<file path="config.mk">
export PLATFORM = sky130hd
export DESIGN_NAME = date_day_number_converter_flat
export DESIGN_NICKNAME = d
export VERILOG_FILES = /design/src/ddn_pkg.sv /design/src/ddn_if.sv /design/src/ddn_datapath.sv /design/src/date_day_number_converter.sv /design/src/flat_wrapper.sv
export SDC_FILE = /design/constraint.sdc
export NUM_CORES = 1
export LEC_CHECK = 0
export ABC_CLOCK_PERIOD_IN_PS = 8850
export BUFFER_PORTS_ARGS = -buffer_cell sky130_fd_sc_hd__buf_4
export CORE_MARGIN = 2
export CORE_UTILIZATION = 35
export DETAILED_ROUTE_END_ITERATION = 10
export PLACE_DENSITY_LB_ADDON = 0.15
export REMOVE_ABC_BUFFERS = 1
export SLEW_MARGIN = 20
export SYNTH_ARGS = -nofsm -noshare
export SYNTH_HDL_FRONTEND = slang
export SYNTH_SLANG_ARGS = --single-unit
</file>
<file path="constraint.sdc">
create_clock -name clk_i -period 8.85 [get_ports clk_i]
set_input_delay 1.3275 -clock clk_i [delete_from_list [all_inputs] [get_ports clk_i]]
set_output_delay 1.3275 -clock clk_i [all_outputs]
set_load 0.02 [all_outputs]
</file>
<file path="src/ddn_pkg.sv">
// ----------------------------------------------------------------------------
// ddn_pkg
// Types, constants, microcode and calendar helpers for the date / day number
// converter.
// ----------------------------------------------------------------------------
package ddn_pkg;

  localparam int unsigned OpW    = 1;
  localparam int unsigned YearW  = 12;
  localparam int unsigned MonthW = 4;
  localparam int unsigned DayW   = 5;
  localparam int unsigned CountW = 17;
  localparam int unsigned WkW    = 3;
  localparam int unsigned LenW   = 9;

  localparam logic [CountW-1:0] CountMax  = '1;
  localparam logic [MonthW-1:0] LastMonth = MonthW'(12);

  typedef enum logic [3:0] {
    S_IDLE,
    S_DISP,
    S_CHK,
    S_YEAR,
    S_MONTH,
    S_DAY,
    S_RANGE,
    S_OUT0,
    S_IYEAR,
    S_IMONTH,
    S_IDAY,
    S_OUT1,
    S_BAD
  } step_e;

  typedef enum logic [3:0] {
    C_NEVER,
    C_NO_IN,
    C_OP1,
    C_BAD_DATE,
    C_YEAR_EQ,
    C_MONTH_EQ,
    C_WIDE,
    C_OUT_BUSY,
    C_FITS_YEAR,
    C_FITS_MONTH
  } cond_e;

  typedef enum logic [3:0] {
    ACT_NONE,
    ACT_LOAD,
    ACT_ADD_YLEN,
    ACT_ADD_MLEN,
    ACT_ADD_DAY,
    ACT_SUB_YLEN,
    ACT_SUB_MLEN,
    ACT_ADD_REM,
    ACT_WR_OK0,
    ACT_WR_OK1,
    ACT_WR_BAD
  } act_e;

  // cond true: jump to target; otherwise run act and go to next.
  // trap_end overrides both when the year counter sits past the span.
  typedef struct packed {
    cond_e cond;
    step_e target;
    act_e  act;
    step_e next;
    logic  trap_end;
  } uword_t;

  typedef struct packed {
    logic op;
    logic bad_date;
    logic year_eq;
    logic month_eq;
    logic wide;
    logic fits_year;
    logic fits_month;
    logic at_end;
  } dp_stat_t;

  function automatic uword_t ucode(step_e s);
    uword_t w;
    w = '{C_NEVER, S_IDLE, ACT_NONE, S_IDLE, 1'b0};
    case (s)
      S_IDLE:   w = '{C_NO_IN,      S_IDLE,   ACT_LOAD,     S_DISP,   1'b0};
      S_DISP:   w = '{C_OP1,        S_IYEAR,  ACT_NONE,     S_CHK,    1'b0};
      S_CHK:    w = '{C_BAD_DATE,   S_BAD,    ACT_NONE,     S_YEAR,   1'b0};
      S_YEAR:   w = '{C_YEAR_EQ,    S_MONTH,  ACT_ADD_YLEN, S_YEAR,   1'b0};
      S_MONTH:  w = '{C_MONTH_EQ,   S_DAY,    ACT_ADD_MLEN, S_MONTH,  1'b0};
      S_DAY:    w = '{C_NEVER,      S_IDLE,   ACT_ADD_DAY,  S_RANGE,  1'b0};
      S_RANGE:  w = '{C_WIDE,       S_BAD,    ACT_NONE,     S_OUT0,   1'b0};
      S_OUT0:   w = '{C_OUT_BUSY,   S_OUT0,   ACT_WR_OK0,   S_IDLE,   1'b0};
      S_IYEAR:  w = '{C_FITS_YEAR,  S_IMONTH, ACT_SUB_YLEN, S_IYEAR,  1'b1};
      S_IMONTH: w = '{C_FITS_MONTH, S_IDAY,   ACT_SUB_MLEN, S_IMONTH, 1'b0};
      S_IDAY:   w = '{C_NEVER,      S_IDLE,   ACT_ADD_REM,  S_OUT1,   1'b0};
      S_OUT1:   w = '{C_OUT_BUSY,   S_OUT1,   ACT_WR_OK1,   S_IDLE,   1'b0};
      S_BAD:    w = '{C_OUT_BUSY,   S_BAD,    ACT_WR_BAD,   S_IDLE,   1'b0};
      default:  w = '{C_NEVER,      S_IDLE,   ACT_NONE,     S_IDLE,   1'b0};
    endcase
    return w;
  endfunction

  function automatic logic [DayW-1:0] month_days(logic [MonthW-1:0] m, logic leap);
    logic [DayW-1:0] d;
    d = DayW'(31);
    case (m)
      MonthW'(2):  d = leap ? DayW'(29) : DayW'(28);
      MonthW'(4),
      MonthW'(6),
      MonthW'(9),
      MonthW'(11): d = DayW'(30);
      default:     d = DayW'(31);
    endcase
    return d;
  endfunction

  function automatic logic [WkW-1:0] mod7(logic [DayW-1:0] v);
    logic [DayW-1:0] r;
    r = v;
    if (r >= DayW'(28)) r = r - DayW'(28);
    if (r >= DayW'(14)) r = r - DayW'(14);
    if (r >= DayW'(7))  r = r - DayW'(7);
    return r[WkW-1:0];
  endfunction

  function automatic logic [WkW-1:0] wk_add(logic [WkW-1:0] a, logic [WkW-1:0] b);
    logic [WkW:0] s;
    s = {1'b0, a} + {1'b0, b};
    if (s >= (WkW+1)'(7)) s = s - (WkW+1)'(7);
    return s[WkW-1:0];
  endfunction

endpackage

</file>
<file path="src/ddn_if.sv">
// ----------------------------------------------------------------------------
// ddn_if
// Valid/ready channels of the converter: request and result transactions.
// ----------------------------------------------------------------------------
interface ddn_in_if;
  logic                         valid;
  logic                         ready;
  logic [ddn_pkg::OpW-1:0]      op;
  logic [ddn_pkg::YearW-1:0]    year;
  logic [ddn_pkg::MonthW-1:0]   month;
  logic [ddn_pkg::DayW-1:0]     day;
  logic [ddn_pkg::CountW-1:0]   day_count;

  modport source (output valid, op, year, month, day, day_count, input ready);
  modport sink   (input valid, op, year, month, day, day_count, output ready);
endinterface

interface ddn_out_if;
  logic                         valid;
  logic                         ready;
  logic [ddn_pkg::CountW-1:0]   count_out;
  logic [ddn_pkg::YearW-1:0]    year_out;
  logic [ddn_pkg::MonthW-1:0]   month_out;
  logic [ddn_pkg::DayW-1:0]     day_out;
  logic [ddn_pkg::WkW-1:0]      weekday;
  logic                         valid_res;

  modport source (output valid, count_out, year_out, month_out, day_out, weekday, valid_res,
                  input ready);
  modport sink   (input valid, count_out, year_out, month_out, day_out, weekday, valid_res,
                  output ready);
endinterface

</file>
<file path="src/ddn_datapath.sv">
// ----------------------------------------------------------------------------
// ddn_datapath
// Accumulator, year/month counters, leap tracking and weekday residue, driven
// one action per step by the microcode sequencer.
// ----------------------------------------------------------------------------
module ddn_datapath #(
  parameter int unsigned YEAR_SPAN = 256,
  parameter int unsigned BASE_YEAR = 1900,
  parameter int unsigned AccW      = 19
) (
  input  logic                        clk_i,
  input  ddn_pkg::act_e               act_i,
  input  logic [ddn_pkg::OpW-1:0]     op_i,
  input  logic [ddn_pkg::YearW-1:0]   year_i,
  input  logic [ddn_pkg::MonthW-1:0]  month_i,
  input  logic [ddn_pkg::DayW-1:0]    day_i,
  input  logic [ddn_pkg::CountW-1:0]  day_count_i,
  output ddn_pkg::dp_stat_t           stat_o,
  output logic [AccW-1:0]             acc_o,
  output logic [ddn_pkg::YearW-1:0]   year_o,
  output logic [ddn_pkg::MonthW-1:0]  month_o,
  output logic [ddn_pkg::WkW-1:0]     wk_o
);

  localparam int unsigned EndYear = BASE_YEAR + YEAR_SPAN;
  localparam int unsigned BaseP   = BASE_YEAR - 1;
  localparam int unsigned BaseWk  = (BaseP * 365 + BaseP / 4 - BaseP / 100 + BaseP / 400) % 7;
  localparam int unsigned Mod100  = BASE_YEAR % 100;
  localparam int unsigned Mod400  = BASE_YEAR % 400;

  localparam logic [ddn_pkg::YearW-1:0] BaseYearV = ddn_pkg::YearW'(BASE_YEAR);
  localparam logic [ddn_pkg::YearW-1:0] EndYearV  = ddn_pkg::YearW'(EndYear);

  logic [ddn_pkg::OpW-1:0]    op_q;
  logic [ddn_pkg::YearW-1:0]  year_q;
  logic [ddn_pkg::MonthW-1:0] month_q;
  logic [ddn_pkg::DayW-1:0]   day_q;

  logic [AccW-1:0]            acc_q;
  logic [ddn_pkg::YearW-1:0]  y_q;
  logic [6:0]                 y100_q;
  logic [8:0]                 y400_q;
  logic [ddn_pkg::MonthW-1:0] m_q;
  logic [ddn_pkg::WkW-1:0]    wk_q;

  logic                       leap;
  logic [ddn_pkg::LenW-1:0]   ylen;
  logic [ddn_pkg::DayW-1:0]   mlen;
  logic [ddn_pkg::WkW-1:0]    ywk;
  logic [ddn_pkg::DayW-1:0]   day_m1;

  assign leap   = (y400_q == '0) || ((y_q[1:0] == 2'd0) && (y100_q != '0));
  assign ylen   = leap ? ddn_pkg::LenW'(366) : ddn_pkg::LenW'(365);
  assign ywk    = leap ? ddn_pkg::WkW'(2) : ddn_pkg::WkW'(1);
  assign mlen   = ddn_pkg::month_days(m_q, leap);
  assign day_m1 = day_q - ddn_pkg::DayW'(1);

  always_ff @(posedge clk_i) begin
    case (act_i)
      ddn_pkg::ACT_LOAD: begin
        op_q    <= op_i;
        year_q  <= year_i;
        month_q <= month_i;
        day_q   <= day_i;
        acc_q   <= op_i[0] ? AccW'(day_count_i) : '0;
        y_q     <= BaseYearV;
        y100_q  <= 7'(Mod100);
        y400_q  <= 9'(Mod400);
        m_q     <= ddn_pkg::MonthW'(1);
        wk_q    <= ddn_pkg::WkW'(BaseWk);
      end
      ddn_pkg::ACT_ADD_YLEN,
      ddn_pkg::ACT_SUB_YLEN: begin
        acc_q  <= (act_i == ddn_pkg::ACT_ADD_YLEN) ? acc_q + AccW'(ylen) : acc_q - AccW'(ylen);
        wk_q   <= ddn_pkg::wk_add(wk_q, ywk);
        y_q    <= y_q + ddn_pkg::YearW'(1);
        y100_q <= (y100_q == 7'd99) ? '0 : y100_q + 7'd1;
        y400_q <= (y400_q == 9'd399) ? '0 : y400_q + 9'd1;
      end
      ddn_pkg::ACT_ADD_MLEN,
      ddn_pkg::ACT_SUB_MLEN: begin
        acc_q <= (act_i == ddn_pkg::ACT_ADD_MLEN) ? acc_q + AccW'(mlen) : acc_q - AccW'(mlen);
        wk_q  <= ddn_pkg::wk_add(wk_q, ddn_pkg::mod7(mlen));
        m_q   <= m_q + ddn_pkg::MonthW'(1);
      end
      ddn_pkg::ACT_ADD_DAY: begin
        acc_q <= acc_q + AccW'(day_m1);
        wk_q  <= ddn_pkg::wk_add(wk_q, ddn_pkg::mod7(day_m1));
      end
      ddn_pkg::ACT_ADD_REM: begin
        wk_q <= ddn_pkg::wk_add(wk_q, ddn_pkg::mod7(acc_q[ddn_pkg::DayW-1:0]));
      end
      default: begin
      end
    endcase
  end

  always_comb begin
    stat_o.op         = op_q[0];
    stat_o.bad_date   = (month_q == '0) || (month_q > ddn_pkg::LastMonth) || (day_q == '0) ||
                        (year_q < BaseYearV) || (year_q >= EndYearV);
    stat_o.year_eq    = (y_q == year_q);
    stat_o.month_eq   = (m_q == month_q);
    stat_o.wide       = (acc_q > AccW'(ddn_pkg::CountMax));
    stat_o.fits_year  = (acc_q < AccW'(ylen));
    stat_o.fits_month = (m_q == ddn_pkg::LastMonth) || (acc_q < AccW'(mlen));
    stat_o.at_end     = (y_q == EndYearV);
  end

  assign acc_o   = acc_q;
  assign year_o  = y_q;
  assign month_o = m_q;
  assign wk_o    = wk_q;

endmodule

</file>
<file path="src/date_day_number_converter.sv">
// ----------------------------------------------------------------------------
// date_day_number_converter
// Gregorian date <-> day number since January 1 of BASE_YEAR, with weekday.
// Throughput: one transaction at a time, one year or month step per cycle.
// Reset: sequencer returns to idle and the result register empties.
// ----------------------------------------------------------------------------
module date_day_number_converter #(
  parameter int unsigned YEAR_SPAN = 256,
  parameter int unsigned BASE_YEAR = 1900
) (
  input  logic             clk_i,
  input  logic             rst_ni,
  ddn_in_if.sink           in_i,
  ddn_out_if.source        out_o
);

  localparam int unsigned MaxDays = (YEAR_SPAN + 1) * 366;
  localparam int unsigned SpanW   = $clog2(MaxDays + 1);
  localparam int unsigned AccW    = (SpanW > ddn_pkg::CountW) ? SpanW : ddn_pkg::CountW;

  ddn_pkg::step_e             pc_q, pc_d;
  ddn_pkg::uword_t            uw;
  ddn_pkg::act_e              act;
  ddn_pkg::dp_stat_t          stat;
  logic                       cond;
  logic                       out_busy;

  logic [AccW-1:0]            acc;
  logic [ddn_pkg::YearW-1:0]  y;
  logic [ddn_pkg::MonthW-1:0] m;
  logic [ddn_pkg::WkW-1:0]    wk;

  logic                        out_valid_q;
  logic [ddn_pkg::CountW-1:0]  count_q;
  logic [ddn_pkg::YearW-1:0]   year_q;
  logic [ddn_pkg::MonthW-1:0]  month_q;
  logic [ddn_pkg::DayW-1:0]    day_q;
  logic [ddn_pkg::WkW-1:0]     wk_q;
  logic                        res_q;

  assign uw       = ddn_pkg::ucode(pc_q);
  assign out_busy = out_valid_q && !out_o.ready;

  always_comb begin
    case (uw.cond)
      ddn_pkg::C_NEVER:      cond = 1'b0;
      ddn_pkg::C_NO_IN:      cond = !in_i.valid;
      ddn_pkg::C_OP1:        cond = stat.op;
      ddn_pkg::C_BAD_DATE:   cond = stat.bad_date;
      ddn_pkg::C_YEAR_EQ:    cond = stat.year_eq;
      ddn_pkg::C_MONTH_EQ:   cond = stat.month_eq;
      ddn_pkg::C_WIDE:       cond = stat.wide;
      ddn_pkg::C_OUT_BUSY:   cond = out_busy;
      ddn_pkg::C_FITS_YEAR:  cond = stat.fits_year;
      ddn_pkg::C_FITS_MONTH: cond = stat.fits_month;
      default:               cond = 1'b0;
    endcase

    if (uw.trap_end && stat.at_end) begin
      pc_d = ddn_pkg::S_BAD;
      act  = ddn_pkg::ACT_NONE;
    end else if (cond) begin
      pc_d = uw.target;
      act  = ddn_pkg::ACT_NONE;
    end else begin
      pc_d = uw.next;
      act  = uw.act;
    end
  end

  assign in_i.ready = (pc_q == ddn_pkg::S_IDLE);

  ddn_datapath #(
    .YEAR_SPAN (YEAR_SPAN),
    .BASE_YEAR (BASE_YEAR),
    .AccW      (AccW)
  ) u_dp (
    .clk_i       (clk_i),
    .act_i       (act),
    .op_i        (in_i.op),
    .year_i      (in_i.year),
    .month_i     (in_i.month),
    .day_i       (in_i.day),
    .day_count_i (in_i.day_count),
    .stat_o      (stat),
    .acc_o       (acc),
    .year_o      (y),
    .month_o     (m),
    .wk_o        (wk)
  );

  always_ff @(posedge clk_i or negedge rst_ni) begin
    if (!rst_ni) begin
      pc_q        <= ddn_pkg::S_IDLE;
      out_valid_q <= 1'b0;
    end else begin
      pc_q <= pc_d;
      if (act == ddn_pkg::ACT_WR_OK0 || act == ddn_pkg::ACT_WR_OK1 ||
          act == ddn_pkg::ACT_WR_BAD) begin
        out_valid_q <= 1'b1;
      end else if (out_o.ready) begin
        out_valid_q <= 1'b0;
      end
    end
  end

  always_ff @(posedge clk_i) begin
    case (act)
      ddn_pkg::ACT_WR_OK0: begin
        count_q <= acc[ddn_pkg::CountW-1:0];
        year_q  <= '0;
        month_q <= '0;
        day_q   <= '0;
        wk_q    <= wk;
        res_q   <= 1'b1;
      end
      ddn_pkg::ACT_WR_OK1: begin
        count_q <= '0;
        year_q  <= y;
        month_q <= m;
        day_q   <= acc[ddn_pkg::DayW-1:0] + ddn_pkg::DayW'(1);
        wk_q    <= wk;
        res_q   <= 1'b1;
      end
      ddn_pkg::ACT_WR_BAD: begin
        count_q <= '0;
        year_q  <= '0;
        month_q <= '0;
        day_q   <= '0;
        wk_q    <= '0;
        res_q   <= 1'b0;
      end
      default: begin
      end
    endcase
  end

  assign out_o.valid     = out_valid_q;
  assign out_o.count_out = count_q;
  assign out_o.year_out  = year_q;
  assign out_o.month_out = month_q;
  assign out_o.day_out   = day_q;
  assign out_o.weekday   = wk_q;
  assign out_o.valid_res = res_q;

  a_accept_dispatch: assert property (@(posedge clk_i) disable iff (!rst_ni)
    in_i.valid && in_i.ready |=> pc_q == ddn_pkg::S_DISP)
    else $error("accepted transaction did not reach dispatch step");

  a_bad_is_zero: assert property (@(posedge clk_i) disable iff (!rst_ni)
    out_valid_q && !res_q |-> count_q == '0 && year_q == '0 && month_q == '0 &&
                              day_q == '0 && wk_q == '0)
    else $error("rejected result carries nonzero fields");

  a_month_bound: assert property (@(posedge clk_i) disable iff (!rst_ni)
    pc_q == ddn_pkg::S_IMONTH |-> m <= ddn_pkg::LastMonth && m != '0)
    else $error("month counter left 1 to 12");

  a_weekday_range: assert property (@(posedge clk_i) disable iff (!rst_ni)
    out_valid_q |-> wk_q < ddn_pkg::WkW'(7))
    else $error("weekday residue out of range");

endmodule

</file>
<file path="src/flat_wrapper.sv">
// flat-port wrapper written by rule: the top's interface ports become plain ports
module date_day_number_converter_flat 
#(
  parameter int unsigned YEAR_SPAN = 256,
  parameter int unsigned BASE_YEAR = 1900
)
  (clk_i, rst_ni, in_i_valid, in_i_op, in_i_year, in_i_month, in_i_day, in_i_day_count, in_i_ready, out_o_valid, out_o_count_out, out_o_year_out, out_o_month_out, out_o_day_out, out_o_weekday, out_o_valid_res, out_o_ready);
  ddn_in_if in_i_i ();
  ddn_out_if out_o_i ();
  input  logic clk_i;
  input  logic rst_ni;
  input wire logic [$bits(in_i_i.valid)-1:0] in_i_valid;
  input wire logic [$bits(in_i_i.op)-1:0] in_i_op;
  input wire logic [$bits(in_i_i.year)-1:0] in_i_year;
  input wire logic [$bits(in_i_i.month)-1:0] in_i_month;
  input wire logic [$bits(in_i_i.day)-1:0] in_i_day;
  input wire logic [$bits(in_i_i.day_count)-1:0] in_i_day_count;
  output wire logic [$bits(in_i_i.ready)-1:0] in_i_ready;
  output wire logic [$bits(out_o_i.valid)-1:0] out_o_valid;
  output wire logic [$bits(out_o_i.count_out)-1:0] out_o_count_out;
  output wire logic [$bits(out_o_i.year_out)-1:0] out_o_year_out;
  output wire logic [$bits(out_o_i.month_out)-1:0] out_o_month_out;
  output wire logic [$bits(out_o_i.day_out)-1:0] out_o_day_out;
  output wire logic [$bits(out_o_i.weekday)-1:0] out_o_weekday;
  output wire logic [$bits(out_o_i.valid_res)-1:0] out_o_valid_res;
  input wire logic [$bits(out_o_i.ready)-1:0] out_o_ready;
  assign in_i_i.valid = in_i_valid;
  assign in_i_i.op = in_i_op;
  assign in_i_i.year = in_i_year;
  assign in_i_i.month = in_i_month;
  assign in_i_i.day = in_i_day;
  assign in_i_i.day_count = in_i_day_count;
  assign in_i_ready = in_i_i.ready;
  assign out_o_valid = out_o_i.valid;
  assign out_o_count_out = out_o_i.count_out;
  assign out_o_year_out = out_o_i.year_out;
  assign out_o_month_out = out_o_i.month_out;
  assign out_o_day_out = out_o_i.day_out;
  assign out_o_weekday = out_o_i.weekday;
  assign out_o_valid_res = out_o_i.valid_res;
  assign out_o_i.ready = out_o_ready;
  date_day_number_converter #(.YEAR_SPAN(YEAR_SPAN), .BASE_YEAR(BASE_YEAR)) u_core (.clk_i(clk_i), .rst_ni(rst_ni), .in_i(in_i_i), .out_o(out_o_i));
endmodule
</file>
---- Word level (Yosys, flattened, before mapping) ----
Memories as Yosys holds them, arrays and structs flattened.
Index checks and enable logic that the tools add are counted.
cells by class
  reduce and logical (&&, ||, !) cells .... 33
  equal/unequal tests ..................... 30
  mux-type cells .......................... 50
  magnitude comparators ................... 19
  add/subtract/negate cells ............... 28
operators with widths
  kind                    count
  $pmux W17 S4            1
  $mux W5                 12
  $mux W17                3
  $pmux W12 S2            2
  $eq A4 B3 Y1 const B    10
  $add A17 B5 Y17         2
  $pmux W17 S2            1
  $eq A4 B4 Y1 const B    8
  $mux W3                 10
  $sub A3 B3 Y3 const B   7
  $eq A4 B2 Y1 const B    5
  $pmux W9 S2             1
  $add A17 B9 Y17         1
  $gt A17 B17 Y1 const B  1
  $lt A17 B5 Y1           1
  $lt A17 B9 Y1           1
  $sub A17 B5 Y17         1
  $sub A17 B9 Y17         1
  $ge A4 B3 Y1 const B    4
  $mux W4                 4
  $pmux W4 S2             2
  $ge A5 B3 Y1 const B    3
  $ge A5 B4 Y1 const B    3
  $ge A5 B5 Y1 const B    3
  other kinds (43)        73
storage, ports and cells
  memories kept ........................... 1
  word-level logic and storage cells ...... 179
  ROM bits ................................ 272
  output and inout port bits .............. 44
  input bits .............................. 43
  flip-flop bits (word level) ............. 121
memories
  name              depth  bits a word  read ports  clocked after Yosys merged registers in  write ports  RTL line       RTL
  (name not given)  16     17           1           0                                        0            ddn_pkg.sv:86  case (s)

---- Logic depth before layout (Yosys ltp) ----
Gate-level depths: netlist (run 1).
  depth in word-level cells ............... 23
  gate-level depth with buffers ........... 24
  gate-level depth less buffers ........... 24

---- Hierarchy ----
Synthesis (run 1) repeated with hierarchy kept, for this count alone.
second synthesis, totals
  cell total of the unflattened synthesis .. 907
  area, all modules ....................... 8937.3 um2
modules (own cells, without submodules)
  module                     seq. area each (um2)  instances  area an instance (um2)  cells an instance
  ddn_datapath               2222.1                1          6528.8                  711
  date_day_number_converter  1386.3                1          2408.6                  196

---- Least setup slack after synthesis (run 1) ----
No wires, ideal clock.
  path kind ............................... flip-flop to flip-flop
  start point ............................. register u_core.u_dp.y100_q[2]
  end point ............................... register u_core.u_dp.m_q (netlist bit u_core.u_dp.month_o[0]), enable pin
  library setup time ...................... 0.304 ns
  arrival time ............................ 5.085 ns
  data required time ...................... 8.546 ns
  period minus slack after synthesis ...... 5.390 ns
  slack ................................... 3.460 ns
  cell stages (with the launch flop) ...... 17
  buffers on the path ..................... 1
  path through ............................ edfxtp_1 > nor3_1 > nand3_1 > a21oi_1 > nand2_1 > nand2_1 > o21ai_0 > ha_1 > o21bai_1 > a21oi_1 > a32o_1 > a22oi_1 > nand3_2 > buf_6 > or2_2 > nor3_1 > or2_2
on the way
  longest elaborated chain between the ends .. 13
  elaborated cells between the ends (all ways) .. 17
  those cells by class .................... order compare (2); eq/ne (3); mux (6); reduce/logical (6)
ends and longest elaborated chain
  item                                          RTL line                         RTL
  from (decl)                                   ddn_datapath.sv:41               logic [6:0] y100_q;
  from (signal assigned)                        ddn_datapath.sv:67               y100_q <= 7'(Mod100);
  from (signal assigned)                        ddn_datapath.sv:77               y100_q <= (y100_q == 7'd99) ? '0 : y100_q + 7'd1;
  $reduce_bool A7 Y1 (*)                        ddn_datapath.sv:52               assign leap = (y400_q == '0) || ((y_q[1:0] == 2'd0) && (y100_q != '0));
  $logic_and A1 B1 Y1 (*)                       ddn_datapath.sv:52
  $logic_or A1 B1 Y1 (*)                        ddn_datapath.sv:52
  $mux W1                                       ddn_pkg.sv:109                   MonthW'(2): d = leap ? DayW'(29) : DayW'(28);
  $pmux W2 S2                                   ddn_pkg.sv:108                   case (m)
  $lt A17 B5 Y1                                 ddn_datapath.sv:106              stat_o.fits_month = (m_q == ddn_pkg::LastMonth) || (acc_q < AccW'(mlen));
  $logic_or A1 B1 Y1                            ddn_datapath.sv:106
  $pmux W1 S9 (*)                               date_day_number_converter.sv:45  case (uw.cond)
  $mux W4 (*)                                   date_day_number_converter.sv:62  end else if (cond) begin
  $mux W4 (*)                                   date_day_number_converter.sv:59  if (uw.trap_end && stat.at_end) begin
  $eq A4 B2 Y1 or $eq A4 B3 Y1 (tied branches)  ddn_datapath.sv:59               case (act_i)
  $reduce_or A2 Y1                              ddn_datapath.sv:59
  $reduce_bool A2 Y1 (no line) (*)              n/a
  to (signal assigned)                          ddn_datapath.sv:69               m_q <= ddn_pkg::MonthW'(1);
  to (signal assigned)                          ddn_datapath.sv:84               m_q <= m_q + ddn_pkg::MonthW'(1);
  to (decl)                                     ddn_datapath.sv:43               logic [ddn_pkg::MonthW-1:0] m_q;
Every way passes the cells marked *; elsewhere a longest branch is shown, timed or not.
A chain may end at the register's enable or synchronous reset.

---- Worst setup path after layout (run 1) ----
  start point ............................. register u_core.u_dp.y100_q[2]
  end point ............................... register u_core.u_dp.acc_q[0] (netlist: u_core.u_dp.acc_o[0]) (data pin)
on the way
  longest elaborated chain between the ends .. 13
  elaborated cells between the ends (all ways) .. 27
  those cells by class .................... add/sub (4); order compare (2); eq/ne (6); mux (9); reduce/logical (6)
ends and longest elaborated chain
  item                                  RTL line                                RTL
  $reduce_bool A7 Y1 (*)                ddn_datapath.sv:52
  $logic_and A1 B1 Y1 (*)               ddn_datapath.sv:52
  $logic_or A1 B1 Y1 (*)                ddn_datapath.sv:52
  $mux W1                               ddn_pkg.sv:109
  $pmux W2 S2                           ddn_pkg.sv:108
  $lt A17 B5 Y1                         ddn_datapath.sv:106
  $logic_or A1 B1 Y1                    ddn_datapath.sv:106
  $pmux W1 S9                           date_day_number_converter.sv:45
  $mux W4                               date_day_number_converter.sv:62
  $mux W4                               date_day_number_converter.sv:59
  $eq A4 B2 Y1 (tied with other cells)  ddn_datapath.sv:59, ddn_datapath.sv:82
  $mux W17 (tied with other cells)      ddn_datapath.sv:82                      acc_q <= (act_i == ddn_pkg::ACT_ADD_MLEN) ? acc_q + AccW'(mlen) : acc_q - AccW'(mlen);
  $pmux W17 S4 (*)                      ddn_datapath.sv:59
  to (signal assigned)                  ddn_datapath.sv:65                      acc_q <= op_i[0] ? AccW'(day_count_i) : '0;
  to (signal assigned)                  ddn_datapath.sv:82
  to (signal assigned)                  ddn_datapath.sv:87                      acc_q <= acc_q + AccW'(day_m1);
  to (decl)                             ddn_datapath.sv:39                      logic [AccW-1:0] acc_q;
Marks and branches as above.

==> results of run 1 <==
==> critical path, delay by kind of cell (launching register included) <==
kind                       cells  cell delay [ns]
AOI/OAI and AO/OA              9             3.34
adders and majority gates      1             0.27
buffers and inverters          1             0.32
DFF                            1             0.43
and+or+nand+nor                5             0.75
==> cells in the mapped netlist, types with 8 or more instances <==
library cell,number
ha_1,53
a21oi_1,57
buf_2,9
clkbuf_1,28
fa_1,9
and2_1,19
nand2b_1,8
a221oi_1,8
o211ai_1,8
nor2_1,99
edfxtp_1,116
nor2b_1,13
inv_1,52
mux2i_1,9
and3_1,15
nor3_1,32
xnor2_1,48
nand3_1,29
o221a_2,9
nand2_1,88
a21o_1,8
a22oi_1,14
xor2_1,24
o21ai_0,36
nand4_1,21
==> sequential cells by signal, indices dropped and copies added, names as in the netlist, 5 cells and up <==
| name | cells |
|---|---|
| u_core.out_o.count_out | 17 |
| u_core.u_dp.acc_o | 17 |
| u_core.out_o.year_out | 12 |
| u_core.u_dp.year_o | 12 |
| u_core.u_dp.year_q | 12 |
| u_core.u_dp.y400_q | 9 |
| u_core.u_dp.y100_q | 7 |
| u_core.out_o.day_out | 5 |
| u_core.u_dp.day_q | 5 |
==> stage by stage <==
stage | hold slack [ns] | std cells | instance area (um^2)
floorplan | 0.578 | 929 | 8970
global placement | 0.544 | 1359 | 10100
detailed placement | 0.543 | 1359 | 10100
CTS | 0.564 | 1391 | 10700
global route | 0.580 | 1391 | 10700
finish | 0.545 | 1391 | 10700
==> worst max-delay path by stage <==
stage,end,slack (ns),cells after the start
after floorplan,u_core.u_dp.month_o[0],2.99,15
after global placement,u_core.u_dp.acc_o[0],3.69,14
after detailed placement,u_core.out_o.count_out[4],3.49,14
after CTS,u_core.u_dp.acc_o[0],3.44,16
after global routing,u_core.u_dp.acc_o[0],3.02,16
final,u_core.u_dp.acc_o[0],3.45,16
==> logic make-up after synthesis <==
group,share of synthesized area (%)
mux,1.84
fa+ha+maj,9.19
compound gates,18.2
simple gates,20.2
xor+xnor,6.87
buf+inv,4.50
flops,39.3
==> cell type report <==
type	instances	area, um^2
Fill cell	2524	15200
Multi-Input combinational cell	755	5200
Sequential cell	121	3610
Timing Repair Buffer	95	713
Clock buffer	17	425
Tap cell	335	419
Inverter	53	199
Clock inverter	15	148
==> routing by layer <==
| metal | track usage [%] | wire length, um | up-vias |
|---|---|---|---|
| met2 | 31.2 | 12600 | 306 |
| met4 | 6.84 | 582 | 0 |
| met1 | 28.0 | 12700 | 3787 |
| li1 | - | - | 3765 |
| met5 | 0 | 0 | - |
| met3 | 3.48 | 1720 | 54 |
==> results.txt, run 1 <==
Share of layout cells above drive strength 1: 15.4%
Worst skew pair latency: 0.43 ns
Run status: complete, no violations
Max-slew violation count: 0
Setup Viol. Count Final: 0
N_diodes: 0
Post-route ant nets: 0
CTS Buf Count: 17
Die Span X: 166 um
HPWL after DPL: 20,000 um
Sinks on Clock Net: 121
Hold bufs inserted after CTS: 0
Start point of the critical path: u_core.u_dp.y100_q[2]
Setup TNS: 0 ns
Die area: 0.0275 mm^2
Max Clk Rate: 185 MHz
Critical path class: flop to flop
First drt pass iteration count: 7
Root buf cell: clkbuf_16
Antenna violations before repair: 0
Port Buffers: 86
Worst setup margin: 3.45 ns
CP Launch Type: flop
Final Hold Fails: 0
Vias in the first global route: 7,580
Die height: 166 um
Fin util: 41.4%
Number of synthesized flops with an enable pin: 116
Cell Rows: 59
First-pass GRT wire length: 43,300 um
CTS tree: yes
CTS resizes: 0
WP data arrival: 5.56 ns
Seq/Total Area, Yosys: 39.3%
R2r endpoint: u_core.u_dp.acc_o[0]
Min cycle time layout: 5.40 ns
WP data required: 9.00 ns
Total setup buffers inserted after CTS: 0
RSZ-0062 raised after global routing: false
Core area: 0.0259 mm^2
Yosys top cell area share: 37.9%
Worst min path class: flop to flop
Worst slew margin: 31.8%
WHS Path Cells: 1
Worst Tran Pin Value: 1.02 ns
Final Cycle Share: 61.1%
Min-Delay Endpoint: u_core.out_o.valid
Yosys top cell by area: edfxtp_1
Clock skew: 0.0123 ns
Final GP Congestion: 0.914
Mapped Avg Cell Area: 9.42 um^2
Worst path max stage delay: 0.83 ns
Slowest-stage cell, CP: o41a_1
Worst R2R Setup Slack: 3.45 ns
Place WS: 3.49 ns
Nets: 1,148
Total GRT Usage: 20.0%
FF-to-FF Start: u_core.u_dp.y100_q[2]
Synth-to-layout area growth: 16.7%
Htree depth: 4
Worst Reg-to-Reg Cells: 16
Worst path cell trace: nor3_1 -> nand3_1 -> a21oi_1 -> nand2_1 -> nand2_1 -> o21ai_0 -> ha_1 -> o21bai_1 -> a21oi_1 -> a32o_1 -> a22oi_1 -> nand3_2 -> buf_4 -> o41a_1 -> a222oi_1 -> o21ai_1
Post-route DRC: 0
Largest net degree at the start of global routing: 47
Primary FF master, synth: edfxtp_1
Cell variety after synth: 83
Min-delay src: u_core.out_o.valid
Initial core utilization: 35.4%
Most frequent cells in the layout: edfxtp_1 (116), nor2_1 (99), buf_4 (95)
Routed len/inst: 19.9 um
Crit-path max FO: 46
Drt via density: 5.69
Mapped cell area: 0.00918 mm^2
Final wirelength: 27,600 um
Ys Warns: 0
Total number of vias: 7,912
Synth top area cells: edfxtp_1 (38%), ha_1 (7.2%), xnor2_1 (4.6%)
FFs w/ async S/R, synth: 4.13%
GRT overflow: 0
DRT iter0 DRCs: 813
Clock transition at path regs: 0.07 ns
Ports: 87
Flops & latches, synth: 121
Post-synthesis instance total: 975
Max Cap Viol: 0
Worst setup EP type: flop
Most common cell after layout, fill and taps aside: edfxtp_1
CTS Buffer Depth: 2
Power of run 1 is left out: the tool's default activity adds up to more than one toggle a clock period on the data nets, which glitch-free logic cannot reach.
==> inputs of run 2 (changes only) <==
--- a/config.mk
+++ b/config.mk
@@ -5,7 +5,7 @@
 export SDC_FILE = /design/constraint.sdc
 export NUM_CORES = 1
 export LEC_CHECK = 0
-export ABC_CLOCK_PERIOD_IN_PS = 8850
+export ABC_CLOCK_PERIOD_IN_PS = 5480
 export BUFFER_PORTS_ARGS = -buffer_cell sky130_fd_sc_hd__buf_4
 export CORE_MARGIN = 2
 export CORE_UTILIZATION = 35
==> constraint.sdc (replaced) <==
create_clock -name clk_i -period 5.48 [get_ports clk_i]
set_input_delay 0.822 -clock clk_i [delete_from_list [all_inputs] [get_ports clk_i]]
set_output_delay 0.822 -clock clk_i [all_outputs]
set_load 0.02 [all_outputs]
==> run 2 against run 1 <==
  * Hold slack worse by 0.37 ns
  * Die area did not move
  * Clock-buffer cell count up 1
  * Wire length increased by 2.6%
  * Global-route usage increased by 0.50 points
  * Setup slack got worse by 2.9 ns
  * Final cell count up 1.5%
  * Sequential share of layout area down 0.50 points
  * Clock skew up 0.0071 ns
  * Core utilization up 0.63 points
  * Via count increased by 0.35%
==> results.txt, run 2 (synthesized netlist as in run 1, its figures left out) <==
Run status: complete, no violations
Worst Tran Pin Value: 0.954 ns
CTS tree: yes
Initial core utilization: 35.4%
Clock transition at path regs: 0.07 ns
Core area: 0.0259 mm^2
Ports: 87
Most frequent cells in the layout: edfxtp_1 (116), buf_4 (114), nor2_1 (99)
Total number of vias: 7,940
Final GP Congestion: 0.913
WP data arrival: 5.07 ns
Clock skew: 0.0194 ns
CP Launch Type: flop
Worst min path class: input port to asynchronous set/reset pin
Die area: 0.0275 mm^2
Sinks on Clock Net: 121
Post-route DRC: 0
Worst setup EP type: flop
Vias in the first global route: 7,695
Most common cell after layout, fill and taps aside: edfxtp_1
Antenna violations before repair: 1
Worst path max stage delay: 0.52 ns
Crit-path max FO: 5
Total setup buffers inserted after CTS: 0
Post-route ant nets: 0
Final Cycle Share: 89.5%
WP data required: 5.65 ns
Setup Viol. Count Final: 0
HPWL after DPL: 20,400 um
Drt via density: 5.62
RSZ-0062 raised after global routing: false
Min cycle time layout: 4.90 ns
Die Span X: 166 um
Worst skew pair latency: 0.44 ns
Max Cap Viol: 0
Final wirelength: 28,300 um
DRT iter0 DRCs: 910
Worst path cell trace: inv_1 -> ha_1 -> nor3b_2 -> xnor2_1 -> inv_1 -> a21oi_1 -> ha_1 -> a21o_1 -> a21oi_1 -> xnor2_1 -> inv_1 -> ha_1 -> o21a_1 -> o21bai_1 -> a21bo_2 -> fa_1 -> inv_1 -> ha_1 -> a21oi_1 -> xnor2_1 -> a22oi_1 -> o221ai_1
Routed len/inst: 20.1 um
Die height: 166 um
Max-slew violation count: 0
First drt pass iteration count: 5
Root buf cell: clkbuf_16
Largest net degree at the start of global routing: 32
CTS Buffer Depth: 2
Critical path class: flop to flop
Port Buffers: 86
Slowest-stage cell, CP: fa_1
Worst slew margin: 35.9%
Share of layout cells above drive strength 1: 17.1%
Final Hold Fails: 0
CTS Buf Count: 17
Synth-to-layout area growth: 18.5%
Max Clk Rate: 204 MHz
First-pass GRT wire length: 44,400 um
Total GRT Usage: 20.5%
Nets: 1,168
Setup TNS: 0 ns
Htree depth: 4
Cell Rows: 59
GRT overflow: 0
==> run 2: cell count changes in the layout (fill, tap and decap cells not counted), moves of 2 or more <==
cell | previous run | this run
buf_4 | 95 | 114
inv_6 | 9 | 5
clkinv_4 | 0 | 2
inv_8 | 2 | 4
==> run 2: per-layer routing <==
layer	track usage [%]	part of all wire (%)
met5	0	0.046
met4	8.05	2.9
met3	3.79	6.6
met2	30.6	44
met1	29.3	46
==> run 2: area by class of cell <==
type	instances	area (um^2)
Fill cell	2548	15000
Multi-Input combinational cell	755	5190
Sequential cell	121	3610
Timing Repair Buffer	115	876
Clock buffer	18	429
Tap cell	335	419
Inverter	53	199
Clock inverter	14	151
Antenna cell	1	2.50
==> run 2: worst paths after layout <==
check                                      from                     to  slack (ns)  cells after the start
setup / recovery           u_core.u_dp.day_q[0]    u_core.u_dp.wk_o[0]        0.58                     22
hold / removal                           rst_ni     u_core.out_o.valid        0.18                      1
setup reg to reg           u_core.u_dp.day_q[0]    u_core.u_dp.wk_o[0]        0.58                     22
hold reg to reg              u_core.out_o.valid     u_core.out_o.valid        0.56                      1
max in group asynchronous                rst_ni         u_core.pc_q[3]        5.20                      1
min in group clk_i                 in_i_year[5]  u_core.u_dp.year_q[5]        0.55                      1
==> run 2: worst max-delay path: cells and delay by family (launching register included) <==
family / cells / cell delay, ns
simple gates: 1 / 0.22
xor+xnor: 3 / 0.55
flops: 1 / 0.42
compound gates: 9 / 1.55
buf+inv: 4 / 0.43
fa+ha+maj: 5 / 1.45
==> run 2: what timing repair did <==
action | in CTS | in global routing
gates resized for setup | 0 | 1
hold buffers | 0 | 0
setup endpoints to repair | 0 | 1
==> run 2: through the flow <==
stage | hold WS (ns) | utilization [%] | setup slack, ns | std cells | cell area, um^2
after CTS | 0.174 | 42.0 | 0.445 | 1411 | 10900
after detailed placement | 0.546 | 39.7 | 0.480 | 1379 | 10300
after floorplan | 0.526 | - | -0.381 | 929 | 8970
after global routing | 0.179 | 42.0 | 0.101 | 1411 | 10900
after global placement | 0.553 | 39.7 | 0.611 | 1379 | 10300
final | 0.178 | 42.0 | 0.577 | 1412 | 10900
Power of run 2 is left out for the same reason.
